**config.mk**
```make
export PLATFORM = sky130hd
export DESIGN_NAME = mrt_ram
export DESIGN_NICKNAME = d
export VERILOG_FILES = /design/src/hdl/mrt_ram.sv
export SDC_FILE = /design/constraint.sdc
export NUM_CORES = 1
export LEC_CHECK = 0
export ABC_CLOCK_PERIOD_IN_PS = 1900
export BUFFER_PORTS_ARGS = -buffer_cell sky130_fd_sc_hd__buf_4
export CAP_MARGIN = 5
export CORE_AREA = 4 4 113 115
export DETAILED_ROUTE_END_ITERATION = 8
export DIE_AREA = 0 0 117 119
export GPL_ROUTABILITY_DRIVEN = 0
export MAX_ROUTING_LAYER = met4
export SYNTH_ARGS = -nofsm -noshare
export SYNTH_HDL_FRONTEND = slang
export SYNTH_SLANG_ARGS = --single-unit
```
**constraint.sdc**
```tcl
create_clock -name clk -period 1.9 [get_ports clk]
set_clock_uncertainty 0.15 [all_clocks]
set_input_delay 0.285 -clock clk [delete_from_list [all_inputs] [get_ports clk]]
set_output_delay 0.285 -clock clk [all_outputs]
set_load 0.02 [all_outputs]
```
**src/hdl/mrt_ram.sv**
```systemverilog
// Generic single-port-write, single-port-read RAM with registered read data.
`timescale 1ns / 1ps
`default_nettype none
module mrt_ram #(
  parameter int WIDTH = 8,
  parameter int DEPTH = 16
) (
  input  wire logic                                          clk,
  input  wire logic                                          wr_en,
  input  wire logic [((DEPTH > 1) ? $clog2(DEPTH) : 1)-1:0]  wr_addr,
  input  wire logic [WIDTH-1:0]                              wr_data,
  input  wire logic                                          rd_en,
  input  wire logic [((DEPTH > 1) ? $clog2(DEPTH) : 1)-1:0]  rd_addr,
  output      logic [WIDTH-1:0]                              rd_data
);
  logic [WIDTH-1:0] mem [DEPTH];
  logic [WIDTH-1:0] rd_data_r;

  always_ff @(posedge clk) begin
    if (wr_en) begin
      mem[wr_addr] <= wr_data;
    end
    if (rd_en) begin
      rd_data_r <= mem[rd_addr];
    end
  end

  assign rd_data = rd_data_r;
endmodule
`default_nettype wire

```
# ---- After elaboration in Yosys (flattened, before gate mapping)
# Memories as Yosys holds them, arrays and structs flattened. A register that Yosys moved wholly into a read port is not among the register bits.
# Index checks and enable logic that the tools add are counted.
dict set report classes {
  muxes 2
}
# op n
set op_table {}
lappend op_table {{$mux W1} 2}
dict set report totals {
  ff_bits 0
  ramBits 128
  input_bits 19
  word_cells 3
  n_memories 1
}
# memory depth width read_ports rd_ports_with_merged_regs write_ports line
set memory_table {}
lappend memory_table {mem 16 8 1 1 1 16} ;# logic [WIDTH-1:0] mem [DEPTH];

# ---- Longest topological paths before layout
dict set report logic_depth {
  depth_word 2
  mapped_depth 5
  depth_no_buf 3
}

# ---- Least setup slack after synthesis
# OpenSTA, ideal clock, no wires.
dict set report synth_timing {
  path_kind {input port to flip-flop}
  start {in wr_addr[2] (netlist name)}
  end {mem mem[0][0] (enable)}
  setup_ps 383
  t_arrival_ps 1395
  slack_ps -28
  path_stages 2
  path_buffers 0
  cell_sequence {or3b_2 > nor3_1}
}
# element line
set synth_rtl {}
lappend synth_rtl {{start: declaration} 10} ;# input wire logic [((DEPTH > 1) ? $clog2(DEPTH) : 1)-1:0] wr_addr,
lappend synth_rtl {{end: declaration} 16}
# Straight into the memory's write port.

==> results.toml <==
[global_routing]
antenna_found_initial = 0
gr-usage-all-layers = 0.155
grt_max_degree = 19
grt_pass1_wl_um = 15000
grt_overflow_total = 0
grt_pass1_vias = 2563

[worst_hold_path]
hp-class = "input port to flip-flop"
worstHoldStart = "rd_en"

[critical_path]
cp_max_fo = 1
slowest_delay_ns = 0.51
cp-end-kind = "flip-flop"
crit_family = "multiplexers"
critical_path.startpoint = "mem[1][1]"
cp_slowest_cell = "mux4_1"
cp_cell_sequence = "mux4_1 > a22oi_1 > nand2_1"
arrival_ns = 1.67
crit_type = "flip-flop to flip-flop"
r2r-start = "mem[1][1]"
startpoint_type = "flip-flop"
cp.required_ns = 1.88
worst-path-buf-inv = 0

[sta]
holdWs_ns = 0.0397
rsz0062_at_grt = "no"
finalSetupTns_ns = 0
drv_slew = 0
slew_headroom = 0.743
worst_pin_slew_ns = 0.385
fmax_mhz = 594
min_period_ns = 1.68
setup_violations = 0
final_hold_viol_count = 0
fin_crit_sh = 0.886

[power]
powerDensity_nw_per_um2 = 1160
leakage_nw = 2.20
p_total_mw = 7.49
vdd_drop_max_mv = 0.591

[yosys]
syn_nets = 248
async_flop_share = 0
synth_mux_area_frac = 0.148
syn_area_per_cell_um2 = 22.8
yosysWarnings = 0
synth.most_common_cell = "edfxtp_1"
synth_ff_type = "edfxtp_1"
synth-compound-area-share = 0.0230
yosysSeqAreaShare = 0.781
syn-cell-area_um2 = 5230
syn_inst = 229
yosys.area_share.xor_xnor = 0
netlist_top_cells_area = "edfxtp_1 78%, mux4_2 7.8%, mux4_1 7.0%"
synth_top_area_frac = 0.781
synthTopCellsByCount = "136 x edfxtp_1, 18 x mux4_2, 16 x a22oi_1"
synth_top_cell_by_area = "edfxtp_1"
ys_types = 18
ys_ff_latch = 136
synth_top_family_by_area = "multiplexers"
synth-adder-area-share = 0
yosys.area_share.simple = 0.0314
synth_edf_count = 136

[finish]
area_growth_pct = 23.0
fill_cells = 879
antenna_cells = 0
nNetsFinal = 306
layout-drive-gt1-share = 0.327
utilization = 0.544

[die]
die_width_um = 117
die_y_um = 119
ios = 27
fp.dieArea_um2 = 13900
core_area_um2 = 11800
rows = 40
start_util = 0.443

[drt]
firstDrtPassIters = 4
wirelength_um = 9750
initialDrtViolationCount = 207
vias = 2447
vias_per_cell = 5.47
wl_per_cell_um = 21.8
post-route-drc-count = 0
final_antenna_net_count = 0

[cts]
cts_hold_buf = 0
cts_root_buffer = "clkbuf_16"
cts_resized = 0
clockBufferDepth = 2
cts.clk_slew.worst_paths_ns = 0.06
tritoncts = "built"
cts_sinks = 136
post_cts_buffers = 0
cts_buffers = 17
htreeDepth = 4
worstSkewPairLatency_ns = 0.41

[place]
io_buffers = 26
hpwl_um = 6320

[outcome]
status = "complete, no violations"

[job]
max-cap-violations = 0
## state kept, by name, summed over array words and instances (netlist names)
name and cells:
rd_data 8, mem 128
## metal layers
| layer | routed length (um) | track usage |
|---|---|---|
| met1 | 3990 | 0.204 |
| met5 | 0 | - |
| met2 | 5040 | 0.236 |
| met3 | 636 | 0.0442 |
| met4 | 78 | 0.0473 |
## cell usage in the layout (no fill, tap or decap), drive strengths merged
master,Yosys,final
a22oi,16,16
and2,1,1
and2b,1,1
buf,7,49
bufinv,0,7
clkbuf,0,17
clkinv,0,6
clkinvlp,0,2
edfxtp,136,136
mux4,32,32
nand2,9,9
nand2b,2,2
nand3,1,1
nand3b,2,2
nor2,13,13
nor2b,1,1
nor3,4,4
or3b,1,1
## stage by stage
stage	instances	instance area, um^2	setup WS, ns
floorplan	229	5230	0.183
global placement	415	5750	-0.0644
detailed placement	415	5750	-0.0695
CTS	447	6430	0.206
global route	447	6430	0.179
finish	447	6430	0.217
## worst paths after layout
check                                   to  slack [ns]  cells after the start
worst min-delay path            rd_data[4]        0.04                      1
worst min register to register  rd_data[7]        0.60                      3
worst max register to register  rd_data[1]        0.22                      3
worst max-delay path            rd_data[1]        0.22                      3
## cell families after synthesis
kind of cell,after synthesis
AO/OA/AOI/OAI,16
AND/OR/NAND/NOR,35
multiplexers,32
buffers and inverters,10
flip-flops,136
## final cells by class
type	count	area, um^2	area share
Tap cell	147	184	0.0286
Clock inverter	15	255	0.0397
Sequential cell	136	4080	0.635
Multi-Input combinational cell	83	1060	0.165
Timing Repair Buffer	49	418	0.0650
Clock buffer	17	425	0.0662
## power by group
group / switching [mW] / internal (mW) / total [mW] / leakage (nW)
registers: 0.0178 / 3.38 / 3.40 / 1.24
clock network: 1.16 / 2.57 / 3.73 / 0.325
logic: 0.191 / 0.162 / 0.353 / 0.635
(Power assumes the default switching activity.)
